<file path="src/rtl/typed_packet_deframer_xor_check_macros.svh">
// Assertion macros for the typed packet deframer.
// Each macro samples on clk and is disabled while rst_n is low.
`ifndef TYPED_PACKET_DEFRAMER_XOR_CHECK_MACROS_SVH
`define TYPED_PACKET_DEFRAMER_XOR_CHECK_MACROS_SVH

// Same-cycle implication.
`define TPDX_ASSERT_NOW(label, ante, cons) \
    label: assert property (@(posedge clk) disable iff (!rst_n) (ante) |-> (cons)) \
        else $error("tpdx assertion failed");

// Next-cycle implication.
`define TPDX_ASSERT_NEXT(label, ante, cons) \
    label: assert property (@(posedge clk) disable iff (!rst_n) (ante) |=> (cons)) \
        else $error("tpdx assertion failed");

`endif

</file>
<file path="src/rtl/tpdx_pkg.sv">
// Shared types, codes and the length lookup for the typed packet deframer.
// No dependencies.
`timescale 1ns / 1ps

package tpdx_pkg;

    localparam int NUM_TYPES = 16;
    localparam logic [8:0] TYPE_LIMIT = 9'(NUM_TYPES);

    // parse status codes
    localparam logic [1:0] ST_EMPTY = 2'd0;
    localparam logic [1:0] ST_DONE  = 2'd1;
    localparam logic [1:0] ST_ERR   = 2'd2;

    // operation codes
    localparam logic OP_START = 1'b0;
    localparam logic OP_DATA  = 1'b1;

    // configuration register indexes
    localparam logic [2:0] CFG_LOWEST_TYPE  = 3'd0;
    localparam logic [2:0] CFG_HIGHEST_TYPE = 3'd1;
    localparam logic [2:0] CFG_BIG_THRESH   = 3'd2;
    localparam logic [2:0] CFG_LENGTHS_LOW  = 3'd3;
    localparam logic [2:0] CFG_LENGTHS_HIGH = 3'd4;

    typedef struct packed {
        logic [3:0]  lowest_type;
        logic [3:0]  highest_type;
        logic [7:0]  big_threshold;
        logic [63:0] lengths_low;
        logic [63:0] lengths_high;
    } cfg_t;

    typedef struct packed {
        logic [1:0] parse_status;
        logic       payload_valid;
        logic [7:0] payload_byte;
        logic [7:0] payload_index;
        logic [3:0] current_type;
        logic       packet_done;
    } result_t;

    function automatic logic [7:0] length_of(input cfg_t cfg, input logic [3:0] t);
        logic [63:0] word;
        word = t[3] ? cfg.lengths_high : cfg.lengths_low;
        return word[{t[2:0], 3'b000} +: 8];
    endfunction

endpackage

</file>
<file path="src/rtl/tpdx_cfg_regs.sv">
// Configuration register file of the typed packet deframer.
// Depends on tpdx_pkg.
`timescale 1ns / 1ps

module tpdx_cfg_regs
(
    input  logic                clk,
    input  logic                rst_n,
    input  logic                cfg_we,
    input  logic [2:0]          cfg_index,
    input  logic [63:0]         cfg_data,
    output tpdx_pkg::cfg_t      cfg
);

    tpdx_pkg::cfg_t cfg_reg;
    tpdx_pkg::cfg_t cfg_next;

    always_comb
    begin
        cfg_next = cfg_reg;
        if (cfg_we)
        begin
            unique case (cfg_index)
                tpdx_pkg::CFG_LOWEST_TYPE:  cfg_next.lowest_type   = cfg_data[3:0];
                tpdx_pkg::CFG_HIGHEST_TYPE: cfg_next.highest_type  = cfg_data[3:0];
                tpdx_pkg::CFG_BIG_THRESH:   cfg_next.big_threshold = cfg_data[7:0];
                tpdx_pkg::CFG_LENGTHS_LOW:  cfg_next.lengths_low   = cfg_data;
                tpdx_pkg::CFG_LENGTHS_HIGH: cfg_next.lengths_high  = cfg_data;
                default:                    cfg_next = cfg_reg;
            endcase
        end
    end

    always_ff @(posedge clk or negedge rst_n)
    begin
        if (!rst_n)
        begin
            cfg_reg.lowest_type   <= 4'd1;
            cfg_reg.highest_type  <= 4'd15;
            cfg_reg.big_threshold <= 8'd32;
            cfg_reg.lengths_low   <= 64'd0;
            cfg_reg.lengths_high  <= 64'd0;
        end
        else
        begin
            cfg_reg <= cfg_next;
        end
    end

    assign cfg = cfg_reg;

endmodule

</file>
<file path="src/rtl/tpdx_parser.sv">
// Packet parser state and the per-beat update logic of the deframer.
// Depends on tpdx_pkg and typed_packet_deframer_xor_check_macros.svh.
`timescale 1ns / 1ps
`include "typed_packet_deframer_xor_check_macros.svh"

module tpdx_parser
(
    input  logic                 clk,
    input  logic                 rst_n,
    input  logic                 fire,
    input  logic                 op,
    input  logic [7:0]           rx_data,
    input  tpdx_pkg::cfg_t       cfg,
    output tpdx_pkg::result_t    result
);

    logic [1:0] status_reg,    status_next;
    logic [3:0] type_reg,      type_next;
    logic [8:0] bytes_left_reg, bytes_left_next;
    logic [7:0] xor_reg,       xor_next;
    logic [7:0] position_reg,  position_next;
    logic       big_reg,       big_next;
    logic       recv_reg,      recv_next;

    logic       type_bad;
    logic [8:0] new_left;
    logic [8:0] left_dec;

    assign type_bad = (rx_data == 8'd0)
                   || ({1'b0, rx_data} >= tpdx_pkg::TYPE_LIMIT)
                   || (rx_data < {4'd0, cfg.lowest_type})
                   || (rx_data > {4'd0, cfg.highest_type});
    assign new_left = {1'b0, tpdx_pkg::length_of(cfg, rx_data[3:0])} + 9'd1;
    assign left_dec = bytes_left_reg - 9'd1;

    always_comb
    begin
        status_next     = status_reg;
        type_next       = type_reg;
        bytes_left_next = bytes_left_reg;
        xor_next        = xor_reg;
        position_next   = position_reg;
        big_next        = big_reg;
        recv_next       = recv_reg;
        result.payload_valid = 1'b0;
        result.payload_byte  = 8'd0;
        result.payload_index = 8'd0;
        result.packet_done   = 1'b0;

        if (op == tpdx_pkg::OP_START)
        begin
            recv_next = 1'b1;
            // a big packet spans two transfers: only drop the mark
            if (big_reg)
            begin
                big_next = 1'b0;
            end
            else
            begin
                status_next     = tpdx_pkg::ST_EMPTY;
                type_next       = 4'd0;
                bytes_left_next = 9'd0;
                xor_next        = 8'd0;
                position_next   = 8'd0;
            end
        end
        else if (recv_reg)
        begin
            priority if (status_reg == tpdx_pkg::ST_DONE || status_reg == tpdx_pkg::ST_ERR)
            begin
                status_next = tpdx_pkg::ST_ERR;
            end
            else if (type_reg == 4'd0)
            begin
                if (type_bad)
                begin
                    status_next = tpdx_pkg::ST_ERR;
                end
                else
                begin
                    type_next       = rx_data[3:0];
                    bytes_left_next = new_left;
                    xor_next        = {4'd0, rx_data[3:0]};
                    position_next   = 8'd0;
                    if (new_left > {1'b0, cfg.big_threshold})
                    begin
                        big_next = 1'b1;
                    end
                end
            end
            else if (bytes_left_reg != 9'd0)
            begin
                bytes_left_next = left_dec;
                if (left_dec != 9'd0)
                begin
                    result.payload_valid = 1'b1;
                    result.payload_byte  = rx_data;
                    result.payload_index = position_reg;
                    xor_next             = xor_reg ^ rx_data;
                    position_next        = position_reg + 8'd1;
                end
                else
                begin
                    result.packet_done = 1'b1;
                    status_next = (xor_reg == rx_data) ? tpdx_pkg::ST_DONE : tpdx_pkg::ST_ERR;
                end
            end
        end

        result.parse_status = status_next;
        result.current_type = type_next;
    end

    always_ff @(posedge clk or negedge rst_n)
    begin
        if (!rst_n)
        begin
            status_reg     <= tpdx_pkg::ST_EMPTY;
            type_reg       <= 4'd0;
            bytes_left_reg <= 9'd0;
            xor_reg        <= 8'd0;
            position_reg   <= 8'd0;
            big_reg        <= 1'b0;
            recv_reg       <= 1'b0;
        end
        else if (fire)
        begin
            status_reg     <= status_next;
            type_reg       <= type_next;
            bytes_left_reg <= bytes_left_next;
            xor_reg        <= xor_next;
            position_reg   <= position_next;
            big_reg        <= big_next;
            recv_reg       <= recv_next;
        end
    end

    `TPDX_ASSERT_NOW(a_done_no_left, status_reg == tpdx_pkg::ST_DONE, bytes_left_reg == 9'd0)
    `TPDX_ASSERT_NOW(a_big_has_type, big_reg, type_reg != 4'd0)
    `TPDX_ASSERT_NOW(a_done_final, fire && result.packet_done,
        result.parse_status == tpdx_pkg::ST_DONE || result.parse_status == tpdx_pkg::ST_ERR)
    `TPDX_ASSERT_NEXT(a_index_advance, fire && result.payload_valid,
        position_reg == $past(position_reg) + 8'd1)

endmodule

</file>
<file path="src/rtl/typed_packet_deframer_xor_check.sv">
// Top level: one beat in per cycle unless in_stall; beats and results are registered.
// A stalled output holds its result while the input register still takes one more beat.
// Throughput: one beat per cycle unless stalled, set by the single-pass parser update.
// Reset (rst_n low, asynchronous) empties both registers, clears the parser state and
// returns the configuration to its defaults.
`timescale 1ns / 1ps

module typed_packet_deframer_xor_check
(
    input  logic        clk,
    input  logic        rst_n,
    input  logic        cfg_we,
    input  logic [2:0]  cfg_index,
    input  logic [63:0] cfg_data,
    input  logic        in_valid,
    output logic        in_stall,
    input  logic        operation,
    input  logic [7:0]  rx_byte,
    output logic        out_valid,
    input  logic        out_stall,
    output logic [1:0]  parse_status,
    output logic        payload_valid,
    output logic [7:0]  payload_byte,
    output logic [7:0]  payload_index,
    output logic [3:0]  current_type,
    output logic        packet_done
);

    tpdx_pkg::cfg_t    cfg;
    tpdx_pkg::result_t res_next;
    tpdx_pkg::result_t res_reg;

    logic       in_valid_reg;
    logic       op_reg;
    logic [7:0] byte_reg;
    logic       out_valid_reg;
    logic       fire;

    // advance the held beat when the result register is free or draining
    assign fire     = in_valid_reg && !(out_valid_reg && out_stall);
    assign in_stall = in_valid_reg && out_valid_reg && out_stall;

    tpdx_cfg_regs u_cfg
    (
        .clk       (clk),
        .rst_n     (rst_n),
        .cfg_we    (cfg_we),
        .cfg_index (cfg_index),
        .cfg_data  (cfg_data),
        .cfg       (cfg)
    );

    tpdx_parser u_parser
    (
        .clk     (clk),
        .rst_n   (rst_n),
        .fire    (fire),
        .op      (op_reg),
        .rx_data (byte_reg),
        .cfg     (cfg),
        .result  (res_next)
    );

    always_ff @(posedge clk or negedge rst_n)
    begin
        if (!rst_n)
        begin
            in_valid_reg <= 1'b0;
        end
        else if (!in_stall)
        begin
            in_valid_reg <= in_valid;
        end
    end

    always_ff @(posedge clk)
    begin
        if (in_valid && !in_stall)
        begin
            op_reg   <= operation;
            byte_reg <= rx_byte;
        end
    end

    always_ff @(posedge clk or negedge rst_n)
    begin
        if (!rst_n)
        begin
            out_valid_reg <= 1'b0;
        end
        else if (fire)
        begin
            out_valid_reg <= 1'b1;
        end
        else if (!out_stall)
        begin
            out_valid_reg <= 1'b0;
        end
    end

    always_ff @(posedge clk)
    begin
        if (fire)
        begin
            res_reg <= res_next;
        end
    end

    assign out_valid     = out_valid_reg;
    assign parse_status  = res_reg.parse_status;
    assign payload_valid = res_reg.payload_valid;
    assign payload_byte  = res_reg.payload_byte;
    assign payload_index = res_reg.payload_index;
    assign current_type  = res_reg.current_type;
    assign packet_done   = res_reg.packet_done;

endmodule

</file>
<file path="config.mk">
export PLATFORM = sky130hd
export DESIGN_NAME = typed_packet_deframer_xor_check
export DESIGN_NICKNAME = d
export VERILOG_FILES = /design/src/rtl/tpdx_pkg.sv /design/src/rtl/tpdx_cfg_regs.sv /design/src/rtl/tpdx_parser.sv /design/src/rtl/typed_packet_deframer_xor_check.sv
export VERILOG_INCLUDE_DIRS = /design/src /design/src/rtl
export SDC_FILE = /design/constraint.sdc
export NUM_CORES = 1
export LEC_CHECK = 0
export BUFFER_PORTS_ARGS = -buffer_cell sky130_fd_sc_hd__clkbuf_2
export CAP_MARGIN = 40
export CORE_MARGIN = 5
export CORE_UTILIZATION = 54
export DETAILED_ROUTE_END_ITERATION = 16
export PLACE_DENSITY_LB_ADDON = 0.08
export SYNTH_ARGS = -nofsm -noshare
export SYNTH_HDL_FRONTEND = slang
export SYNTH_SLANG_ARGS = --single-unit
export TNS_END_PERCENT = 100
</file>
<file path="constraint.sdc">
create_clock -name clk -period 3.13 [get_ports clk]
set_input_delay 0 -clock clk [delete_from_list [all_inputs] [get_ports clk]]
set_output_delay 0 -clock clk [all_outputs]
set_load 0.05 [all_outputs]
</file>
### Yosys cells after proc, flatten, opt, wreduce, memory -nomap -nowiden

Index checks and enable logic that the tools add are counted.

| operators by class | value |
|---|---|
| bitwise logic cells | 5 |
| $lt $le $gt $ge | 4 |
| muxes and demuxes | 48 |
| reduce and logical (&&, ||, !) cells | 27 |
| eq/ne operators | 17 |
| shifts and indexed selects | 1 |
| $add $sub $neg | 3 |

Operators with widths:

| operator | count |
|---|---|
| 2-to-1 mux 8 bit | 15 |
| 2-to-1 mux 64 bit | 1 |
| variable part select 64 x 7 -> 8 bit | 1 |
| 2-to-1 mux 9 bit | 7 |
| 2-to-1 mux 4 bit | 6 |
| 2-to-1 mux 2 bit | 9 |
| nonzero test 9 bit | 2 |
| 2-to-1 mux 17 bit | 1 |
| AND reduction 2 bit | 6 |
| AND reduction 6 bit | 2 |
| adder 8 x 1 -> 9 bit, second input constant | 1 |
| greater-than comparator 9 x 8 -> 1 bit | 1 |
| 2-to-1 mux 1 bit | 9 |
| subtractor 9 x 1 -> 9 bit, second input constant | 1 |
| adder 8 x 1 -> 8 bit, second input constant | 1 |
| equality test 8 bit | 1 |
| greater-or-equal comparator 8 x 5 -> 1 bit, second input constant | 1 |
| greater-than comparator 8 x 4 -> 1 bit | 1 |
| zero test 8 bit | 1 |
| < comparator 8 x 4 -> 1 bit | 1 |
| != test 2 x 1 -> 1 bit, second input constant | 4 |
| bitwise XOR 8 bit | 1 |
| AND reduction 7 bit | 1 |
| equality test 3 x 2 -> 1 bit, second input constant | 2 |
| 15 further kinds | 29 |

| storage, ports and cells | value |
|---|---|
| word-level logic and storage cells | 127 |
| register bits | 212 |
| output and inout bits | 26 |

### Logic depth before layout (Yosys ltp)

Gate-level depths: netlist of run 1.

| depth | value |
|---|---|
| depth in word-level cells | 10 |
| depth in mapped cells | 17 |
| mapped depth without buffers | 14 |

### Hierarchy

A second synthesis of run 1 with hierarchy kept.

| second synthesis, totals | value |
|---|---|
| cell total of the unflattened synthesis | 764 |
| area, all modules | 10,316.1 um^2 |

Modules (own cells, without submodules):

| module | instances | cells each | area each (um^2) |
|---|---|---|---|
| tpdx_cfg_regs | 1 | 308 | 5,403.9 |
| tpdx_parser | 1 | 415 | 3,828.7 |
| typed_packet_deframer_xor_check | 1 | 41 | 1,083.5 |

### Worst setup path before layout of run 1

OpenSTA, ideal clock, no wires.

| timing path | value |
|---|---|
| path type | register -> register |
| start | register byte_reg[3] |
| end | register u_parser.big_reg |
| data required time | 2,981 ps |
| path buffers | 2 |
| period minus slack after synthesis | 3,328 ps |
| cell stages (with the launch flop) | 17 |
| setup slack | -198 ps |
| setup time | 149 ps |
| data arrival time | 3,180 ps |
| path through | edfxtp_1 -> buf_6 -> buf_6 -> mux4_2 -> o22ai_1 -> nor2_1 -> ha_1 -> o2111ai_1 -> xor2_1 -> inv_1 -> ha_1 -> o21a_1 -> o211ai_1 -> a21oi_1 -> o21ai_0 -> a2111oi_4 -> a2bb2oi_2 |

| on the way | value |
|---|---|
| longest elaborated chain between the ends | 6 |

Ends and longest elaborated chain:

| element | line | text |
|---|---|---|
| from (decl) | typed_packet_deframer_xor_check.sv:35 | `logic [7:0] byte_reg;` |
| from (signal assigned) | typed_packet_deframer_xor_check.sv:81 | `byte_reg <= rx_byte;` |
| 2-to-1 mux 64 bit, or another cell as far along | tpdx_pkg.sv:45 | `word = t[3] ? cfg.lengths_high : cfg.lengths_low;` |
| variable part select 64 x 7 -> 8 bit or logical OR 1 bit (tied branches) | tpdx_pkg.sv:46, tpdx_parser.sv:30 |  |
| adder 8 x 1 -> 9 bit or logical OR 1 bit (tied branches) | tpdx_parser.sv:33, tpdx_parser.sv:31 |  |
| greater-than comparator 9 x 8 -> 1 bit or logical OR 1 bit (tied branches) | tpdx_parser.sv:85, tpdx_parser.sv:32 |  |
| != test 2 x 1 -> 1 bit (no source line) or != test 2 bit (tied branches) | - |  |
| AND reduction 6 bit (no source line) * | - |  |
| to (signal assigned) | tpdx_parser.sv:133 | `big_reg <= big_next;` |
| to (decl) | tpdx_parser.sv:22 | `logic big_reg, big_next;` |

Mark *: on every way between the ends. The rest lies on a longest branch, timed or not.
A chain may end at the register's enable or synchronous reset.

### Final worst setup path of run 1

| timing path | value |
|---|---|
| start | register byte_reg[0] |
| end | register u_parser.big_reg |

| on the way | value |
|---|---|
| longest elaborated chain between the ends | 6 |

Ends and longest elaborated chain:

| element |
|---|
| branches (longest 5 deep; another with adder 8 x 1 -> 9 bit) |
| AND reduction 6 bit (no source line) * |

Mark *: on every way between the ends.

==> results of run 1 <==
-- cells in the mapped netlist (all sizes together) (7+ instances only) --
cell type	count	area (sq um)
xor2	14	123
nand3	22	110
xnor2	7	61.3
nor3	12	60.1
nand2	56	210
nor2	25	93.8
edfxtp	33	991
mux4	29	679
o21ai	33	169
inv	21	78.8
nor4	8	62.6
a22o	9	78.8
mux2	138	1550
ha	20	250
nand4	9	56.3
nand2b	10	62.6
a21oi	15	86.3
and2	23	144
clkbuf	28	166
buf	14	108
o211ai	10	75.1
dfrtp	173	4330
-- report_power, final --
| group | internal [W] | switching, W | total [W] | leakage, nW |
|---|---|---|---|---|
| combinational | 0.00104 | 0.000921 | 0.00196 | 2.85 |
| clock | 0.00159 | 0.00105 | 0.00264 | 0.359 |
| sequential | 0.00332 | 0.000326 | 0.00364 | 2.51 |
| total | 0.00595 | 0.00230 | 0.00825 | 5.72 |
-- cells in the final DEF (no fill, tap or decap), drive strengths merged, types with 25 or more instances in the layout --
cell type    synthesis  layout
clkbuf              28     139
nand2               56      56
nor2                25      25
buf                 14      61
dlygate4sd3          0      80
o21ai               33      33
mux2               138     138
mux4                29      29
edfxtp              33      33
dfrtp              173     173
-- kinds of logic after synthesis --
family | count (synthesis) | synth area share [%]
simple gates | 198 | 10.1
flops | 212 | 52.9
xor+xnor | 21 | 1.78
compound gates | 109 | 7.46
buf+inv | 63 | 3.41
mux | 171 | 22.0
fa+ha+maj | 20 | 2.42
-- area by class of cell --
class / instances / share of cell area (%)
inverters: 21 / 0.604
well taps: 234 / 2.24
clock inverters: 6 / 0.642
multi-input cells: 519 / 35.4
clock buffers: 34 / 4.95
flip-flops and latches: 212 / 41.9
repair buffers: 246 / 14.2
-- repair_timing --
item,in CTS,in global routing
hold buffers,80,0
resized for setup,16,9
hold endpoints to repair,232,0
setup buffers,3,3
pin swaps,4,2
cloned,1,0
setup endpoints to repair,2,15
-- through the flow --
| step | cell area, sq um | std cells |
|---|---|---|
| finish | 13100 | 1272 |
| global route | 13100 | 1272 |
| global placement | 11400 | 1144 |
| CTS | 13000 | 1269 |
| floorplan | 10400 | 794 |
| detailed placement | 11400 | 1145 |
-- how the worst max path moves through the flow --
stage          slack [ps]         from          endpoint  depth (start not counted)
2_1_floorplan         -10  byte_reg[3]  u_parser.big_reg                         16
3_3_place_gp         -400  byte_reg[0]  u_parser.big_reg                         14
3_5_place_dp         -530  byte_reg[0]  u_parser.big_reg                         14
4_1_cts              -220  byte_reg[0]  u_parser.big_reg                         16
5_1_grt              -440  byte_reg[0]  u_parser.big_reg                         15
6_report             -230  byte_reg[0]  u_parser.big_reg                         16
-- layer usage --
metal | track usage, % | share of wire, %
met5 | 0 | 0
met4 | 6.33 | 2.1
met3 | 3.38 | 4.5
met2 | 40.5 | 52
met1 | 28.9 | 41
==> reports/qor.csv, run 1 <==
metric,value,unit
ys_async_sr_fraction,84.4,%
first_pass_iters,5,
routedWlPerCell,19.1,microns
synth.distinct_cells,72,
maxCapViolations,0,
coreArea,18800,sq um
finalNetCount,1124,
synth_area,10400,sq um
htree_levels,1,
leakagePower,5.72,nW
cts-root-buf,clkbuf_16,
startpoint_type,flop,
cts_buffers,23,
drt_iter0_markers,431,
holdWs,67.3,ps
dieWidth,148,microns
failed_checks,setup timing,
drt_wl_total,24300,microns
cts.sinks,212,
syn-num-nets,895,
final_util,69.6,%
maxSlewViolCount,0,
worstPathRequired,3560,ps
fin_crit,3360,ps
syn2layout_area_growth,26.2,%
cpMaxStageDelayCell,mux4_2,
cpPeakStageDelay,520,ps
finalHoldViolations,0,
rsz0062_at_grt,true,
ios,107,
start_util,55.2,%
ys_ff_latch,212,
reg2reg_setup_slack,-230,ps
ff_latch_area,5480,sq um
via_count,7274,
peakVddDrop,0.000514,V
cts_buffer_depth,3,
critPathKind,flop to flop,
largest_reg_flops,144,
multi_input_area,4630,sq um
synth_top_flop_cell,dfrtp_1,
p_per_area,632,nW/um^2
grt_pass1_wl,40600,microns
gr-total-overflow,0,
hpwl,16900,microns
synth_edf_count,33,
hold_path.class,input port to async pin,
finalSetupTns,-235,ps
crit_path_cell_trace,buf_6 -> buf_16 -> mux4_2 -> o22ai_2 -> nor2_1 -> ha_2 -> o2111ai_2 -> xor2_2 -> inv_1 -> ha_1 -> o21a_1 -> o211ai_1 -> a21oi_1 -> o21ai_2 -> a2111oi_4 -> a2bb2oi_2,
timing.fmax,0.297,GHz
worst_ep_arrival_time,3800,ps
vias_per_cell,5.72,
cts_tree,yes,
synthCells,794,
rr_startpoint,byte_reg[0],
antennaDiodeCount,0,
drive_gt1_share,38.7,%
crit_path_end_kind,flop,
die-area,22000,sq um
r2r_cells,16,
grt_usage,22.7,%
die_h,148,microns
power,0.00825,W
io_buffers,106,
yosysWarnings,0,
seq_area_frac_synth,52.9,%
crit_fanout,9,
setup_ws,-235,ps
first_global_vias,7829,
min_period_over_period,108,%
grt_max_degree,80,
cts.clk_slew.worst_paths,60,ps
avgSynthCellArea,13.0,sq um
worst_slew_pin_slew,915,ps
reg2reg_to,u_parser.big_reg,
outcome,"finished, violations left",
worstSkewPairLatency,510,ps
critPathBufInv,3,
slew_headroom,39.0,%
gp_congestion,0.869,
final.fill_count,1300,
finClkSkew,14.3,ps
antenna_found_initial,0,
drc_errors,0,
finalSetupViolCount,1,
cp_top_family,compound AO/OA/AOI/OAI gates,
rows,50,
ant_nets,0,
pre_cts_ws,-528,ps
Note: power is estimated with default switching activity, not from simulation.
==> inputs of run 2 (changes only) <==
--- a/config.mk
+++ b/config.mk
@@ -9,7 +9,7 @@
 export BUFFER_PORTS_ARGS = -buffer_cell sky130_fd_sc_hd__clkbuf_2
 export CAP_MARGIN = 40
 export CORE_MARGIN = 5
-export CORE_UTILIZATION = 54
+export CORE_UTILIZATION = 40
 export DETAILED_ROUTE_END_ITERATION = 16
 export PLACE_DENSITY_LB_ADDON = 0.08
 export SYNTH_ARGS = -nofsm -noshare
==> run 2 against run 1 <==
The flow still finishes with violations (setup timing); first-iteration DRC count decreased by 26%; sequential cell count is the same; highest routed layer unchanged; routed wire length rose by 2.4%; combinational power is essentially flat; sequential share of layout area fell by 0.32 points.
==> reports/qor.csv, run 2 (synthesis gave the netlist of run 1 again) <==
metric,value,unit,change
antennaDiodeCount,0,,unchanged
dieWidth,171,microns,+15%
finalHoldViolations,0,,unchanged
syn2layout_area_growth,27.1,%,
setup_ws,-174,ps,+61.0 ps
post-place-cells,1240,,+8.3%
rsz0062_at_grt,true,,
rows,58,,+16%
cts_buffer_depth,3,,unchanged
maxSlewViolCount,0,,unchanged
p_seq_share,43.9,%,-0.3 points
pre_cts_ws,-435,ps,+92.7 ps
first_global_vias,7635,,-2.5%
ant_nets,0,,unchanged
start_util,40.9,%,-14 points
startpoint_type,flop,,
final_common_cell,dfrtp_1,,
grt_pass1_wl,40800,microns,+0.32%
coreArea,25300,sq um,+35%
cts_tree,yes,,
power,0.00822,W,-0.29%
worstPathRequired,3560,ps,about the same
crit_fanout,9,,unchanged
gr-total-overflow,0,,unchanged
hold_path.class,input port to flop,,
outcome,"finished, violations left",,
antenna_found_initial,0,,unchanged
die_h,171,microns,+15%
largest_reg_flops,144,,unchanged
finClkSkew,6.36,ps,-7.91 ps
grt_max_degree,86,,+7.5%
critPathBufInv,2,,-1
cts_buffers,23,,unchanged
timing.fmax,0.303,GHz,+1.8%
maxCapViolations,0,,unchanged
peakVddDrop,0.000401,V,-22%
p_comb_share,24.2,%,+0.4 points
ios,107,,unchanged
internal_power,0.00591,W,-0.57%
cpPeakStageDelay,400,ps,-120 ps
hpwl,17600,microns,+4.2%
min_period_over_period,106,%,-1.9 points
first_pass_iters,4,,-1
drc_errors,0,,unchanged
cts-root-buf,clkbuf_16,,
fin_crit,3300,ps,-61.0 ps
failed_checks,setup timing,,
cp_top_family,compound AO/OA/AOI/OAI gates,,
power.switching,0.00231,W,+0.41%
crit_path_cell_trace,buf_4 -> and2b_2 -> a2111oi_2 -> buf_4 -> nor4_2 -> a32oi_2 -> nor2_1 -> xor2_1 -> ha_1 -> o21a_1 -> o211ai_1 -> a21oi_1 -> o21ai_2 -> a2111oi_4 -> a2bb2oi_2,,
cpMaxStageDelayCell,edfxtp_1,,
cts.sinks,212,,unchanged
grt_usage,17.4,%,-5.3 points
slew_headroom,43.6,%,+4.5 points
crit_path_end_kind,flop,,
finalSetupViolCount,1,,unchanged
gp_congestion,0.864,,-0.56%
io_buffers,106,,unchanged
final_util,52.0,%,-18 points
drive_gt1_share,38.3,%,-0.47 points
cts.clk_slew.worst_paths,60,ps,about the same
via_count,7193,,-1.1%
post_layout_nonfiller_instances,1365,,+7.3%
finalNetCount,1120,,-0.36%
clkPwrFrac,31.9,%,-0.2 points
vias_per_cell,5.27,,-7.9%
critPathKind,flop to flop,,
drt_iter0_markers,321,,-26%
worst_ep_arrival_time,3740,ps,-60 ps
p_per_area,625,nW/um^2,-1.1%
swShare,28.1,%,+0.20 points
drt_wl_total,24900,microns,+2.4%
final_cell_mix,"dfrtp_1 (173), mux2_2 (136), clkbuf_2 (105)",,
cpMostUsedCell,buf_4,,
worst_slew_pin_slew,846,ps,-68.2 ps
die-area,29200,sq um,+32%
leakagePower,5.73,nW,+0.14%
htree_levels,1,,unchanged
routedWlPerCell,18.2,microns,-4.6%
worstSkewPairLatency,500,ps,about the same
[run 2: changes by cell type in the layout (fill, tap and decap cells not counted), sizes merged]
| cell | change |
|---|---|
| clkbuf | -1 |
| clkinv | +3 |
| inv | -1 |
| buf | -3 |
| bufinv | -2 |
| dlygate4sd3 | -1 |
| clkinvlp | +2 |
[run 2: final timing paths]
kind / from / to / slack [ps] / cells past startpoint
max in group asynchronous: rst_n / u_cfg.cfg[139] / 2000 / 3
min in group asynchronous: rst_n / u_parser.position_reg[1] / 130 / 2
max: byte_reg[0] / u_parser.big_reg / -170 / 15
min reg2reg: in_valid_reg / out_valid / 490 / 1
min: cfg_index[2] / u_cfg.cfg[143] / 50 / 4
max reg2reg: byte_reg[0] / u_parser.big_reg / -170 / 15
[run 2: metrics by stage]
stage | hold WS (ps) | TNS [ps] | cell area [sq um]
6_report | 51.7 | -174 | 13200
5_1_grt | 65.3 | -385 | 13200
4_1_cts | 33.2 | -183 | 13100
3_5_place_dp | 133 | -435 | 11500
3_3_place_gp | 127 | -301 | 11500
2_1_floorplan | -296 | -14.0 | 10400
[run 2: worst min-delay path, delay by kind of cell]
family	cells	cell delay, ps
simple gates	2	270
compound gates	1	150
buf+inv	1	90
[run 2: what timing repair did]
item	4_1_cts	5_1_grt
pin swaps	1	4
resized for setup	14	2
setup endpoints to repair	1	1
cloned	0	0
buffers inserted	3	2
hold buffers	79	0
hold endpoints to repair	238	0
[run 2: final cells by class]
type / count / area (sq um)
fill: 2181 / 12200
sequential: 212 / 5480
multi-input combinational: 519 / 4610
timing repair buffer: 242 / 1850
clock buffer: 33 / 696
tap: 330 / 413
inverter: 21 / 78.8
clock inverter: 8 / 45.0
[run 2: power groups by stage]
| stage | Sequential (W) | Combinational (W) | Clock [W] |
|---|---|---|---|
| 2_1_floorplan | 0.00362 | 0.00122 | 0 |
| 3_3_place_gp | 0.00365 | 0.00179 | 0 |
| 3_5_place_dp | 0.00366 | 0.00186 | 0 |
| 4_1_cts | 0.00361 | 0.00200 | 0.00271 |
| 5_1_grt | 0.00367 | 0.00221 | 0.00283 |
| 6_report | 0.00361 | 0.00199 | 0.00263 |
[run 2: per-layer routing]
layer	wire [microns]	share of wire [%]	vias to the layer above	track usage, %
met5	0	0	-	0
met4	811	3.3	0	5.65
met3	1150	4.6	48	2.70
met2	12100	49	148	29.2
met1	10800	44	3618	23.4
li1	-	-	3379	-
==> inputs of run 3 (changes only) <==
--- a/config.mk
+++ b/config.mk
@@ -6,12 +6,12 @@
 export SDC_FILE = /design/constraint.sdc
 export NUM_CORES = 1
 export LEC_CHECK = 0
-export BUFFER_PORTS_ARGS = -buffer_cell sky130_fd_sc_hd__clkbuf_2
 export CAP_MARGIN = 40
 export CORE_MARGIN = 5
 export CORE_UTILIZATION = 40
 export DETAILED_ROUTE_END_ITERATION = 16
-export PLACE_DENSITY_LB_ADDON = 0.08
+export DONT_BUFFER_PORTS = 1
+export PLACE_DENSITY = 0.65
 export SYNTH_ARGS = -nofsm -noshare
 export SYNTH_HDL_FRONTEND = slang
 export SYNTH_SLANG_ARGS = --single-unit
==> run 3 against run 2 <==
The run ends with hold timing, setup timing left; critical path type unchanged; routed wire length fell by 4.8%; register-to-register slack got worse by 70 ps; non-clock buffer count down 91; via count down 5.2%; final area shrank 2.2%; sequential share of layout area increased by 0.94 points; hold slack got worse by 860 ps; total power is 0.17% higher.
==> reports/qor.csv, run 3 (synthesis gave the netlist of run 1 again) <==
metric,value,unit,change
start_util,40.9,%,unchanged
min_period_over_period,108,%,+2.3 points
cts_buffers,24,,+4.3%
fin_crit,3370,ps,+70.5 ps
cts_hold_buf,93,,+18%
worstPathRequired,3560,ps,about the same
setup_ws,-244,ps,-70.5 ps
syn2layout_area_growth,24.3,%,
drt_wl_total,23700,microns,-4.8%
hold_path.class,input port to async pin,,
finalHoldViolations,179,,+179
grt_pass1_wl,38800,microns,-4.8%
clkPwrFrac,33.3,%,+1.4 points
drt_iter0_markers,389,,+21%
vias_per_cell,5.33,,+1.1%
cts.sinks,212,,unchanged
crit_path_end_kind,flop,,
die-area,29200,sq um,unchanged
rsz0062_at_grt,true,,
drc_errors,0,,unchanged
critPathKind,flop to flop,,
htree_levels,1,,unchanged
p_per_area,640,nW/um^2,+2.4%
ant_nets,0,,unchanged
final_cell_mix,"dfrtp_1 (173), mux2_2 (136), dlygate4sd3_1 (93)",,
rows,58,,unchanged
cts.clk_slew.worst_paths,60,ps,about the same
coreArea,25300,sq um,unchanged
finalSetupTns,-244,ps,-70.5 ps
internal_power,0.00599,W,+1.3%
maxSlewViolCount,0,,unchanged
ios,107,,unchanged
first_global_vias,7250,,-5.0%
swShare,27.3,%,-0.78 points
worstSkewPairLatency,510,ps,about the same
gr-total-overflow,0,,unchanged
holdWs,-808,ps,-860 ps
finalNetCount,1030,,-8.0%
crit_fanout,9,,unchanged
via_count,6816,,-5.2%
startpoint_type,flop,,
failed_checks,"hold timing, setup timing",,
peakVddDrop,0.000492,V,+23%
timing.fmax,0.296,GHz,-2.1%
final.fill_count,2168,,-0.60%
hpwl,16100,microns,-8.4%
io_buffers,0,,-100%
largest_reg_flops,144,,unchanged
first_pass_iters,5,,+1
die_h,171,microns,unchanged
grt_usage,16.3,%,-1.1 points
finalSetupViolCount,1,,unchanged
power.switching,0.00225,W,-2.6%
cts_buffer_depth,3,,unchanged
gp_congestion,0.836,,-3.3%
drive_gt1_share,31.9,%,-6.4 points
cts_tree,yes,,
cts-root-buf,clkbuf_16,,
antenna_found_initial,6,,+6
leakagePower,5.34,nW,-6.8%
dieWidth,171,microns,unchanged
maxCapViolations,0,,unchanged
outcome,"finished, violations left",,
final_common_cell,dfrtp_1,,
finClkSkew,6.83,ps,+0.471 ps
slew_headroom,58.6,%,+15 points
worst_slew_pin_slew,615,ps,-231 ps
grt_max_degree,180,,+110%
routedWlPerCell,18.5,microns,+1.5%
p_comb_share,21.8,%,-2.4 points
p_seq_share,45.0,%,+1.1 points
worst_ep_arrival_time,3800,ps,+60 ps
==> run 3: cell count changes in the layout (fill, tap and decap cells not counted), moves of 3 or more <==
cell	previous run	this run
buf_6	5	1
clkbuf_8	4	1
clkinv_2	6	3
dlygate4sd3_1	79	93
clkbuf_2	105	0
mux4_1	7	3
mux4_2	22	26
diode_2	0	5
==> run 3: routing by layer <==
layer / wire length, microns / GRT usage [%] / vias to the layer above
met5: 7 / 0 / -
li1: - / - / 3211
met3: 1250 / 3.42 / 33
met1: 10100 / 21.1 / 3425
met2: 11800 / 28.4 / 145
met4: 507 / 3.62 / 2
==> run 3: layout make-up <==
class	instances	area (sq um)	share of cell area, %
diodes	5	12.5	0.0972
clock buffers	31	658	5.11
clock inverters	11	115	0.894
inverters	21	78.8	0.612
multi-input cells	519	4620	35.9
flip-flops and latches	212	5480	42.6
well taps	330	413	3.21
repair buffers	151	1490	11.6
==> run 3: worst paths after layout <==
kind	endpoint	cells after the start	from	slack (ps)
worst min-delay path	u_cfg.cfg[54]	0	rst_n	-810
worst max register to register	u_parser.big_reg	16	byte_reg[0]	-240
min in group clk	u_cfg.cfg[90]	3	cfg_index[1]	40
worst max-delay path	u_parser.big_reg	16	byte_reg[0]	-240
worst min register to register	u_cfg.cfg[116]	1	u_cfg.cfg[116]	500
max in group asynchronous	u_cfg.cfg[140]	0	rst_n	3670
==> run 3: worst max-delay path, stage by stage (launching register included) <==
cell,delay (ps)
edfxtp_1,350
buf_4,130
buf_12,140
buf_4,130
mux4_1,530
nand2_1,90
nand2_2,100
a32oi_2,300
nor2_1,90
xor2_1,170
ha_1,310
o21a_1,120
o211ai_1,80
a21oi_1,190
o21ai_2,90
a2111oi_4,320
a2bb2oi_2,160
==> run 3: power by group through the flow <==
stage	logic [W]	clock network (W)	registers [W]
floorplan	0.00122	0	0.00362
global placement	0.00154	0	0.00373
detailed placement	0.00158	0	0.00375
CTS	0.00178	0.00281	0.00370
global route	0.00199	0.00294	0.00377
finish	0.00179	0.00274	0.00370
==> run 3: per-stage QoR <==
| stage | util, % | worst slack [ps] | cell area [sq um] | total power [W] | std cells |
|---|---|---|---|---|---|
| 6_report | 50.8 | -244 | 12900 | 0.00824 | 1280 |
| 5_1_grt | 50.8 | -371 | 12900 | 0.00870 | 1280 |
| 4_1_cts | 50.7 | -180 | 12800 | 0.00829 | 1274 |
| 3_5_place_dp | 43.5 | -285 | 11000 | 0.00533 | 1134 |
| 3_3_place_gp | 43.2 | -143 | 11000 | 0.00527 | 1131 |
| 2_1_floorplan | - | -14.0 | 10400 | 0.00484 | 794 |
==> run 3: what timing repair did <==
action / in CTS / in global routing
setup buffers: 4 / 1
pin swaps: 3 / 2
resized for setup: 19 / 5
endpoints found under the hold margin: 343 / 179
endpoints found under the setup margin: 1 / 8
gates cloned: 1 / 0
